## src/hdl/tlb_pkg.sv

```systemverilog
`timescale 1ns / 1ps
// ----------------------------------------------------------------------------
// TLB shared definitions
// Request codes, statistic width and controller/datapath command bundle.
// ----------------------------------------------------------------------------
package tlb_pkg;

    localparam int STAT_BITS = 32;

    typedef enum logic [1:0] {
        REQ_LOOKUP = 2'd0,
        REQ_INSERT = 2'd1,
        REQ_FLUSH  = 2'd2,
        REQ_CLEAR  = 2'd3
    } t_req;

    typedef struct packed {
        logic load;     // capture the accepted item
        logic exec;     // apply the captured request to the entry array
    } t_cmd;

    typedef struct packed {
        logic busy;
    } t_status;

endpackage

```

## src/hdl/tlb_datapath.sv

```systemverilog
`timescale 1ns / 1ps
// ----------------------------------------------------------------------------
// TLB datapath
// Entry array, parallel tag compare, LRU ranks, statistics and result regs.
// ----------------------------------------------------------------------------
module tlb_datapath #(
    parameter int ENTRIES   = 16,
    parameter int VPN_BITS  = 36,
    parameter int PPN_BITS  = 28,
    parameter int ASID_BITS = 16,
    parameter int IDX_BITS  = 4,
    parameter int CNT_BITS  = 5
) (
    input  logic                      i_clk,
    input  logic                      i_rst_n,
    input  tlb_pkg::t_cmd             i_cmd,
    input  logic [1:0]                i_req,
    input  logic [VPN_BITS-1:0]       i_vpn,
    input  logic [PPN_BITS-1:0]       i_ppn,
    input  logic [ASID_BITS-1:0]      i_asid,
    output logic                      o_hit,
    output logic [PPN_BITS-1:0]       o_found,
    output logic                      o_evicted,
    output logic [IDX_BITS-1:0]       o_slot,
    output logic [tlb_pkg::STAT_BITS-1:0] o_lookups,
    output logic [tlb_pkg::STAT_BITS-1:0] o_hits,
    output logic [tlb_pkg::STAT_BITS-1:0] o_evictions,
    output logic [tlb_pkg::STAT_BITS-1:0] o_flushes,
    output logic [tlb_pkg::STAT_BITS-1:0] o_drops
);
    localparam int SB = tlb_pkg::STAT_BITS;
    localparam logic [SB-1:0] SMAX = '1;

    logic [ENTRIES-1:0]  r_valid;
    logic [VPN_BITS-1:0] r_vpn  [ENTRIES];
    logic [PPN_BITS-1:0] r_ppn  [ENTRIES];
    logic [ASID_BITS-1:0] r_asid [ENTRIES];
    logic [IDX_BITS-1:0] r_rank [ENTRIES];

    logic [1:0]           r_req;
    logic [VPN_BITS-1:0]  r_in_vpn;
    logic [PPN_BITS-1:0]  r_in_ppn;

    logic [ENTRIES-1:0]  match;
    logic                any_hit, any_free;
    logic [IDX_BITS-1:0] hit_idx, free_idx, lru_idx, tgt;
    logic [IDX_BITS:0]   old_rank;
    logic [CNT_BITS-1:0] n_valid;
    logic [SB:0]         drop_sum;

    always_comb begin
        any_hit = 1'b0; hit_idx = '0;
        any_free = 1'b0; free_idx = '0;
        lru_idx = '0; n_valid = '0;
        for (int i = 0; i < ENTRIES; i++) begin
            match[i] = r_valid[i] && r_vpn[i] == r_in_vpn && r_asid[i] == i_asid;
            n_valid = n_valid + CNT_BITS'(r_valid[i]);
        end
        for (int i = ENTRIES - 1; i >= 0; i--) begin
            if (match[i]) begin
                any_hit = 1'b1; hit_idx = IDX_BITS'(i);
            end
            if (!r_valid[i]) begin
                any_free = 1'b1; free_idx = IDX_BITS'(i);
            end
            // all valid: ranks are a permutation, the top rank is unique
            if (r_rank[i] == IDX_BITS'(ENTRIES - 1)) lru_idx = IDX_BITS'(i);
        end
        tgt = (r_req == tlb_pkg::REQ_LOOKUP) ? hit_idx : (any_free ? free_idx : lru_idx);
        old_rank = (r_req == tlb_pkg::REQ_INSERT && any_free) ?
                   (IDX_BITS+1)'(ENTRIES) : {1'b0, r_rank[tgt]};
        drop_sum = {1'b0, o_drops} + (SB+1)'(n_valid);
    end

    wire do_touch = (r_req == tlb_pkg::REQ_LOOKUP && any_hit) || r_req == tlb_pkg::REQ_INSERT;

    always_ff @(posedge i_clk) begin
        if (i_cmd.load) begin
            r_req    <= i_req;
            r_in_vpn <= i_vpn;
            r_in_ppn <= i_ppn;
        end
        if (i_cmd.exec && do_touch) begin
            for (int i = 0; i < ENTRIES; i++)
                if (IDX_BITS'(i) != tgt && r_valid[i] && {1'b0, r_rank[i]} < old_rank)
                    r_rank[i] <= r_rank[i] + 1'b1;
            r_rank[tgt] <= '0;
            if (r_req == tlb_pkg::REQ_INSERT) begin
                r_vpn[tgt]  <= r_in_vpn;
                r_ppn[tgt]  <= r_in_ppn;
                r_asid[tgt] <= i_asid;
            end
        end
        if (i_cmd.exec) begin
            o_hit     <= r_req == tlb_pkg::REQ_LOOKUP && any_hit;
            o_found   <= (r_req == tlb_pkg::REQ_LOOKUP && any_hit) ? r_ppn[tgt] : '0;
            o_evicted <= r_req == tlb_pkg::REQ_INSERT && !any_free;
            o_slot    <= do_touch ? tgt : '0;
        end
        if (!i_rst_n) begin
            r_valid <= '0;
            o_lookups <= '0; o_hits <= '0; o_evictions <= '0;
            o_flushes <= '0; o_drops <= '0;
        end else if (i_cmd.exec) begin
            unique case (r_req)
                tlb_pkg::REQ_LOOKUP: begin
                    if (o_lookups != SMAX) o_lookups <= o_lookups + 1'b1;
                    if (any_hit && o_hits != SMAX) o_hits <= o_hits + 1'b1;
                end
                tlb_pkg::REQ_INSERT: begin
                    r_valid[tgt] <= 1'b1;
                    if (!any_free && o_evictions != SMAX)
                        o_evictions <= o_evictions + 1'b1;
                end
                tlb_pkg::REQ_FLUSH: begin
                    r_valid <= '0;
                    if (o_flushes != SMAX) o_flushes <= o_flushes + 1'b1;
                    o_drops <= drop_sum[SB] ? SMAX : drop_sum[SB-1:0];
                end
                default: begin
                    r_valid <= '0;
                    o_lookups <= '0; o_hits <= '0; o_evictions <= '0;
                    o_flushes <= '0; o_drops <= '0;
                end
            endcase
        end
    end
endmodule

```

## src/hdl/tlb_ctrl.sv

```systemverilog
`timescale 1ns / 1ps
// ----------------------------------------------------------------------------
// TLB controller
// Sequences capture, execute and result hand-off.
// ----------------------------------------------------------------------------
module tlb_ctrl (
    input  logic          i_clk,
    input  logic          i_rst_n,
    input  logic          i_in_valid,
    output logic          o_in_ready,
    output logic          o_out_valid,
    input  logic          i_out_ready,
    output tlb_pkg::t_cmd o_cmd
);
    typedef enum logic [1:0] {S_IDLE, S_EXEC, S_OUT} t_state;
    t_state r_state;

    assign o_in_ready  = r_state == S_IDLE;
    assign o_out_valid = r_state == S_OUT;
    assign o_cmd.load  = o_in_ready && i_in_valid;
    assign o_cmd.exec  = r_state == S_EXEC;

    always_ff @(posedge i_clk) begin
        if (!i_rst_n) begin
            r_state <= S_IDLE;
        end else begin
            unique case (r_state)
                S_IDLE: if (i_in_valid) r_state <= S_EXEC;
                S_EXEC: r_state <= S_OUT;
                S_OUT:  if (i_out_ready) r_state <= S_IDLE;
                default: r_state <= S_IDLE;
            endcase
        end
    end
endmodule

```

## src/hdl/tlb_fully_associative_lru.sv

```systemverilog
`timescale 1ns / 1ps
// ----------------------------------------------------------------------------
// Fully associative TLB with LRU replacement
// Lookup, insert, flush and clear with saturating statistics.
// ----------------------------------------------------------------------------
//  channel | dir | contents
//  s_axis  | in  | tdata {phys_page, virt_page}, tuser req_type
//  m_axis  | out | tdata {flush_drop..lookup counts, slot, evicted, found, hit}
//  apb     | in  | register 0 current_asid at address 0
//
// Each item goes through capture, execute and hold result; the result is held until taken.
// The execute cycle compares all entries in parallel and updates ranks.
// Input is not taken while a result waits. Reset is synchronous, no clearing pass.
module tlb_fully_associative_lru #(
    parameter int ENTRIES   = 16,
    parameter int VPN_BITS  = 36,
    parameter int PPN_BITS  = 28,
    parameter int ASID_BITS = 16
) (
    input  logic          i_clk,
    input  logic          i_rst_n,
    input  logic          s_axis_tvalid,
    output logic          s_axis_tready,
    input  logic [((VPN_BITS + PPN_BITS + 7) / 8) * 8 - 1:0] s_axis_tdata,
                                          // virt_page[35:0], phys_page[63:36]
    input  logic [1:0]    s_axis_tuser,   // req_type
    output logic          m_axis_tvalid,
    input  logic          m_axis_tready,
    output logic [((PPN_BITS + $clog2(ENTRIES) + 5 * tlb_pkg::STAT_BITS + 2 + 7) / 8)
                  * 8 - 1:0] m_axis_tdata,
                                          // hit, found_page, evicted, slot_used,
                                          // lookup, hit, eviction, flush, drop counts
    input  logic          psel,
    input  logic          penable,
    input  logic          pwrite,
    input  logic [1:0]    paddr,
    input  logic [31:0]   pwdata,
    output logic [31:0]   prdata,
    output logic          pready
);
    localparam int IDX_BITS = (ENTRIES > 1) ? $clog2(ENTRIES) : 1;
    localparam int CNT_BITS = $clog2(ENTRIES + 1);
    localparam int OUT_W    = $bits(m_axis_tdata);

    tlb_pkg::t_cmd cmd;
    logic [ASID_BITS-1:0] r_asid;
    logic hit, evicted;
    logic [PPN_BITS-1:0] found;
    logic [IDX_BITS-1:0] slot;
    logic [tlb_pkg::STAT_BITS-1:0] c0, c1, c2, c3, c4;

    assign pready = 1'b1;
    assign prdata = (paddr == 2'd0) ? 32'(r_asid) : 32'd0;

    always_ff @(posedge i_clk) begin
        if (!i_rst_n) r_asid <= '0;
        else if (psel && penable && pwrite && paddr == 2'd0) r_asid <= pwdata[ASID_BITS-1:0];
    end

    tlb_ctrl u_ctrl (
        .i_clk, .i_rst_n,
        .i_in_valid (s_axis_tvalid), .o_in_ready (s_axis_tready),
        .o_out_valid(m_axis_tvalid), .i_out_ready(m_axis_tready),
        .o_cmd      (cmd)
    );

    tlb_datapath #(.ENTRIES(ENTRIES), .VPN_BITS(VPN_BITS), .PPN_BITS(PPN_BITS),
                   .ASID_BITS(ASID_BITS), .IDX_BITS(IDX_BITS), .CNT_BITS(CNT_BITS))
    u_dp (
        .i_clk, .i_rst_n, .i_cmd(cmd), .i_req(s_axis_tuser),
        .i_vpn(s_axis_tdata[VPN_BITS-1:0]), .i_ppn(s_axis_tdata[VPN_BITS +: PPN_BITS]),
        .i_asid(r_asid), .o_hit(hit), .o_found(found), .o_evicted(evicted),
        .o_slot(slot), .o_lookups(c0), .o_hits(c1), .o_evictions(c2),
        .o_flushes(c3), .o_drops(c4)
    );

    // pad up to whole bytes
    assign m_axis_tdata = OUT_W'({c4, c3, c2, c1, c0, slot, evicted, found, hit});
endmodule
```

## config.mk

```make
export PLATFORM = sky130hd
export DESIGN_NAME = tlb_fully_associative_lru
export DESIGN_NICKNAME = d
export VERILOG_FILES = /design/src/hdl/tlb_pkg.sv /design/src/hdl/tlb_datapath.sv /design/src/hdl/tlb_ctrl.sv /design/src/hdl/tlb_fully_associative_lru.sv
export SDC_FILE = /design/constraint.sdc
export NUM_CORES = 2
export LEC_CHECK = 0
export BUFFER_PORTS_ARGS = -buffer_cell sky130_fd_sc_hd__buf_2
export CORE_ASPECT_RATIO = 2
export CORE_MARGIN = 3
export CORE_UTILIZATION = 45
export DETAILED_ROUTE_END_ITERATION = 8
export PLACE_DENSITY = 0.65
export SLEW_MARGIN = 20
export SYNTH_ARGS = -nofsm -noshare
export SYNTH_HDL_FRONTEND = slang
export SYNTH_SLANG_ARGS = --single-unit
```

## constraint.sdc

```tcl
create_clock -name i_clk -period 12.15 [get_ports i_clk]
set_clock_uncertainty 0.2 [all_clocks]
set_input_delay 0 -clock i_clk [delete_from_list [all_inputs] [get_ports i_clk]]
set_output_delay 0 -clock i_clk [all_outputs]
set_load 0.05 [all_outputs]
```

==> summary.md <==
| Metric | Value |
|---|---|
| Worst Setup EP | u_dp.r_rank[2][3] |
| RSZ-0062 raised after global routing | false |
| Startpoint Class | flop |
| CTS buffer count | roughly 150 |
| Ports | 342 |
| Total global routing overflow | 0 |
| Final Hold Fails | 0 |
| Post-synth EDFFs | 1,380 |
| Initial antenna violation count | 8 |
| FP Rows | 208 |
| Synth Flop Type | edfxtp_1 |
| Worst Path Required | 12,620 ps |
| Slowest Stage Delay on Critical Path | 840 ps |
| Most used cell, CP | nor2_1 |
| Psw | between 2 and 3 mW |
| Worst Hold Path Cells | 4 |
| Asr flop ratio synth | 0 |
| Reg power frac | 0.541 |
| Outcome | finished, violations left |
| Number of routed nets with antenna violations | 1 |
| Starting density of the core | 0.454 |
| TritonCTS clock tree | built |
| Max IR drop VDD | 0.102 mV |
| Failing checks | antenna rules |
| Vias per cell | 5.80 |
| Area grow syn2layout | 14.9% |
| Slowest stage cell, crit path | nor4_1 |
| Buffers added on ports | 302 |
| Placer Congestion | about 0.94 |
| # setup viols final | 0 |
| Syn avg cell area | between 10 and 15 µm² |
| Netlist cell types | 87 |
| Layout cell share with drive strength beyond 1 | 0.142 |
| CTS max path bufs | 4 |
| Core Area | 161,000 µm² |
| Die area | 167,000 µm² |
| Actual slew at the worst max-slew pin | 1120 ps |
| Remaining DRCs | 0 |
| Post-Syn Area | 72,900 µm² |
| First-pass GRT wire length | 317,000 µm |
| Clock transition at path regs | 70 ps |
| Clock group share of total power | 0.401 |
| Hold-fix buffers at CTS | 203 |
| Largest net degree at the start of global routing | 214 |
| Final critical-path share of the clock period | 0.715 |
| Pleak | 29.8 nW |
| Comb power frac | 0.058 |
| Wire per inst | 26.5 µm |
| Crit path launch | u_dp.r_in_vpn[13] |
| Vias in the first global route | 47,800 |
| Worst reg2reg path startpoint | u_dp.r_in_vpn[13] |
| First drt pass iteration count | 9 |
| Switching Fraction | 0.226 |
| HP Class | input pin to flop |
| WHS | 184 ps |
| Crit Path Max Fanout | 131 |
| CTS Sinks | 1,638 |
| Period minus WS final | 8680 ps |
| Final Max Tran Viols | 0 |
| DP HPWL | 141,000 µm |
| Mapped Cells | ~5,500 |
| All-layer global routing usage | 0.255 |
| Iter 0 DRT Violations | 3,948 |
| Pwr Density | around 140 nW/µm² |
| Max Fclk | 115 MHz |
| CTS Root Cell | clkbuf_16 |
| Slew Limit Headroom | 0.253 |
| Chip Height | 575 µm |
| Register area share after synthesis | 0.639 |
| H-Tree Depth | 4 |
| Vias | around 48,000 |
| Seq cells post-synth | 1,638 |
| Final TNS setup | 0 ps |
| Post-CTS sizing | 0 |
| Die width | 291 µm |
| Reg2reg end | u_dp.r_rank[2][3] |
| Setup Crit Path Kind | flop to flop |
| Final wirelength | 219,000 µm |
| FF-to-FF setup slack | 3470 ps |
| Clock Latency Late Sink | 790 ps |
| Worst EP arrival | 9150 ps |
| Yosys synthesis warning count | 0 |
| Final nets | 6,248 |
| Total setup buffers inserted after CTS | 0 |
| MaxCap Viol Count | 0 |
| Worst reg-to-reg path cell count | 25 |
| CP Capture Type | flop |
| P_int | 8.82 mW |
metal layers:
layer  global-route usage  up-vias  wire, µm
met5                    0        -        11
met4                0.172        2     17600
met3               0.0374      641     13700
met2                0.444     1949    108000
met1                0.289    23900     79200
li1                     -    21500         -
stage by stage:
step	power (mW)	utilization	instances	setup slack, ps	area, µm²
2_1_floorplan	6.66	-	5509	4420	73000
3_3_place_gp	6.89	0.479	7789	3010	77100
3_5_place_dp	6.90	0.480	7790	3570	77100
4_1_cts	11.5	0.521	8259	3530	83800
5_1_grt	11.7	0.521	8261	3150	83800
6_report	11.4	0.521	8268	3470	83800
cell type report:
class / count / area [µm²]
Clock buffer: 193 / 4140
Timing Repair Buffer: 653 / 4750
Fill cell: 13500 / 77000
Tap cell: 2100 / 2630
Clock inverter: 73 / 458
Inverter: 150 / 563
Multi-Input combinational cell: 3452 / 24600
Antenna cell: 9 / 22.5
Sequential cell: 1638 / 46600
power groups by stage:
stage	Sequential (mW)	Combinational [mW]	Clock, mW
2_1_floorplan	6.30	0.355	0
3_3_place_gp	6.29	0.600	0
3_5_place_dp	6.29	0.610	0
4_1_cts	6.17	0.656	4.66
5_1_grt	6.17	0.697	4.87
6_report	6.17	0.660	4.57
cell families after synthesis:
family / Yosys count / share of synthesized area
mux: 289 / 0.0451
compound gates: 720 / 0.0666
xor+xnor: 762 / 0.0915
fa+ha+maj: 92 / 0.0169
flops: 1638 / 0.639
simple gates: 1566 / 0.113
other cells: 2 / 0.000103
buf+inv: 419 / 0.0279
placed cells by master, fill, tap and decap left out, drive strengths merged, types with 120 or more instances in the layout:
cell type / instances
mux2: 120
buf: 450
nor4: 131
nor2: 314
xor2: 274
dlygate4sd3: 203
a21oi: 179
nand2b: 142
o21ai: 152
nand3: 131
inv: 153
xnor2: 488
mux2i: 149
nand2: 312
edfxtp: 1380
clkbuf: 193
nand4: 193
dfxtp: 258
synth_stat cells (10+ instances only):
library cell	n	share of area
nand4_1	193	0.017
o211ai_1	60	0.0062
nor2_1	313	0.016
mux4_2	20	0.0062
a21boi_0	23	0.0024
o21ai_0	151	0.010
a31oi_1	10	0.00086
o22ai_1	28	0.0024
a21o_1	23	0.0024
o221ai_1	13	0.0016
xnor2_1	488	0.059
a22o_1	24	0.0029
nand2_1	312	0.016
edfxtp_1	1380	0.57
o2bb2ai_1	15	0.0018
xor2_1	274	0.033
nor4_1	129	0.011
inv_1	145	0.0075
buf_2	119	0.0082
nor3_1	74	0.0051
ha_1	81	0.014
and4_1	21	0.0025
o2111ai_1	47	0.0056
buf_4	49	0.0050
and2_1	38	0.0033
mux2_2	120	0.019
o211a_1	29	0.0040
clkbuf_1	82	0.0042
or4_1	20	0.0021
and3_1	89	0.0076
nand2b_1	142	0.012
dfxtp_1	258	0.071
a22oi_1	14	0.0014
o21a_1	40	0.0041
or3_1	25	0.0021
nand3_1	131	0.0090
nor3_4	10	0.0022
mux2i_1	149	0.020
nor2b_1	34	0.0029
fa_1	11	0.0030
buf_6	15	0.0023
a21oi_1	178	0.012
worst max-delay path: cells and delay by family (launching register included):
kind                     cells  cell delay [ps]
buffers and inverters        2              970
adder cells (fa/ha/maj)      1              400
XOR/XNOR                     1              110
AND/OR/NAND/NOR             12             3420
flip-flops                   1              810
multiplexers                 2              890
AO/OA/AOI/OAI                7             1630
state kept, by name, indices dropped and copies added, names as in the netlist:
name and cells:
u_dp.r_in_ppn 28, u_dp.o_hit 1, u_dp.o_slot 4, u_dp.o_found 28, u_dp.r_req 2, u_dp.r_rank 64
u_dp.r_ppn 448, u_ctrl.r_state 2, u_dp.r_vpn 576, u_dp.o_drops 32, u_dp.o_lookups 32, u_dp.r_asid 256
u_dp.o_evicted 1, r_asid 16, u_dp.o_evictions 32, u_dp.r_in_vpn 36, u_dp.o_hits 32, u_dp.r_valid 16
u_dp.o_flushes 32
worst min path at each step:
stage,endpoint,slack (ps),startpoint
2_1_floorplan,u_dp.r_in_ppn[0],-100,s_axis_tdata[36]
3_3_place_gp,u_dp.r_in_ppn[0],-20,s_axis_tdata[36]
3_5_place_dp,u_dp.r_in_ppn[10],-20,s_axis_tdata[46]
4_1_cts,u_dp.o_hits[1],90,i_rst_n
5_1_grt,u_dp.o_hits[1],190,i_rst_n
6_report,u_dp.o_flushes[0],180,i_rst_n
Power figures use the tool's default switching activity.
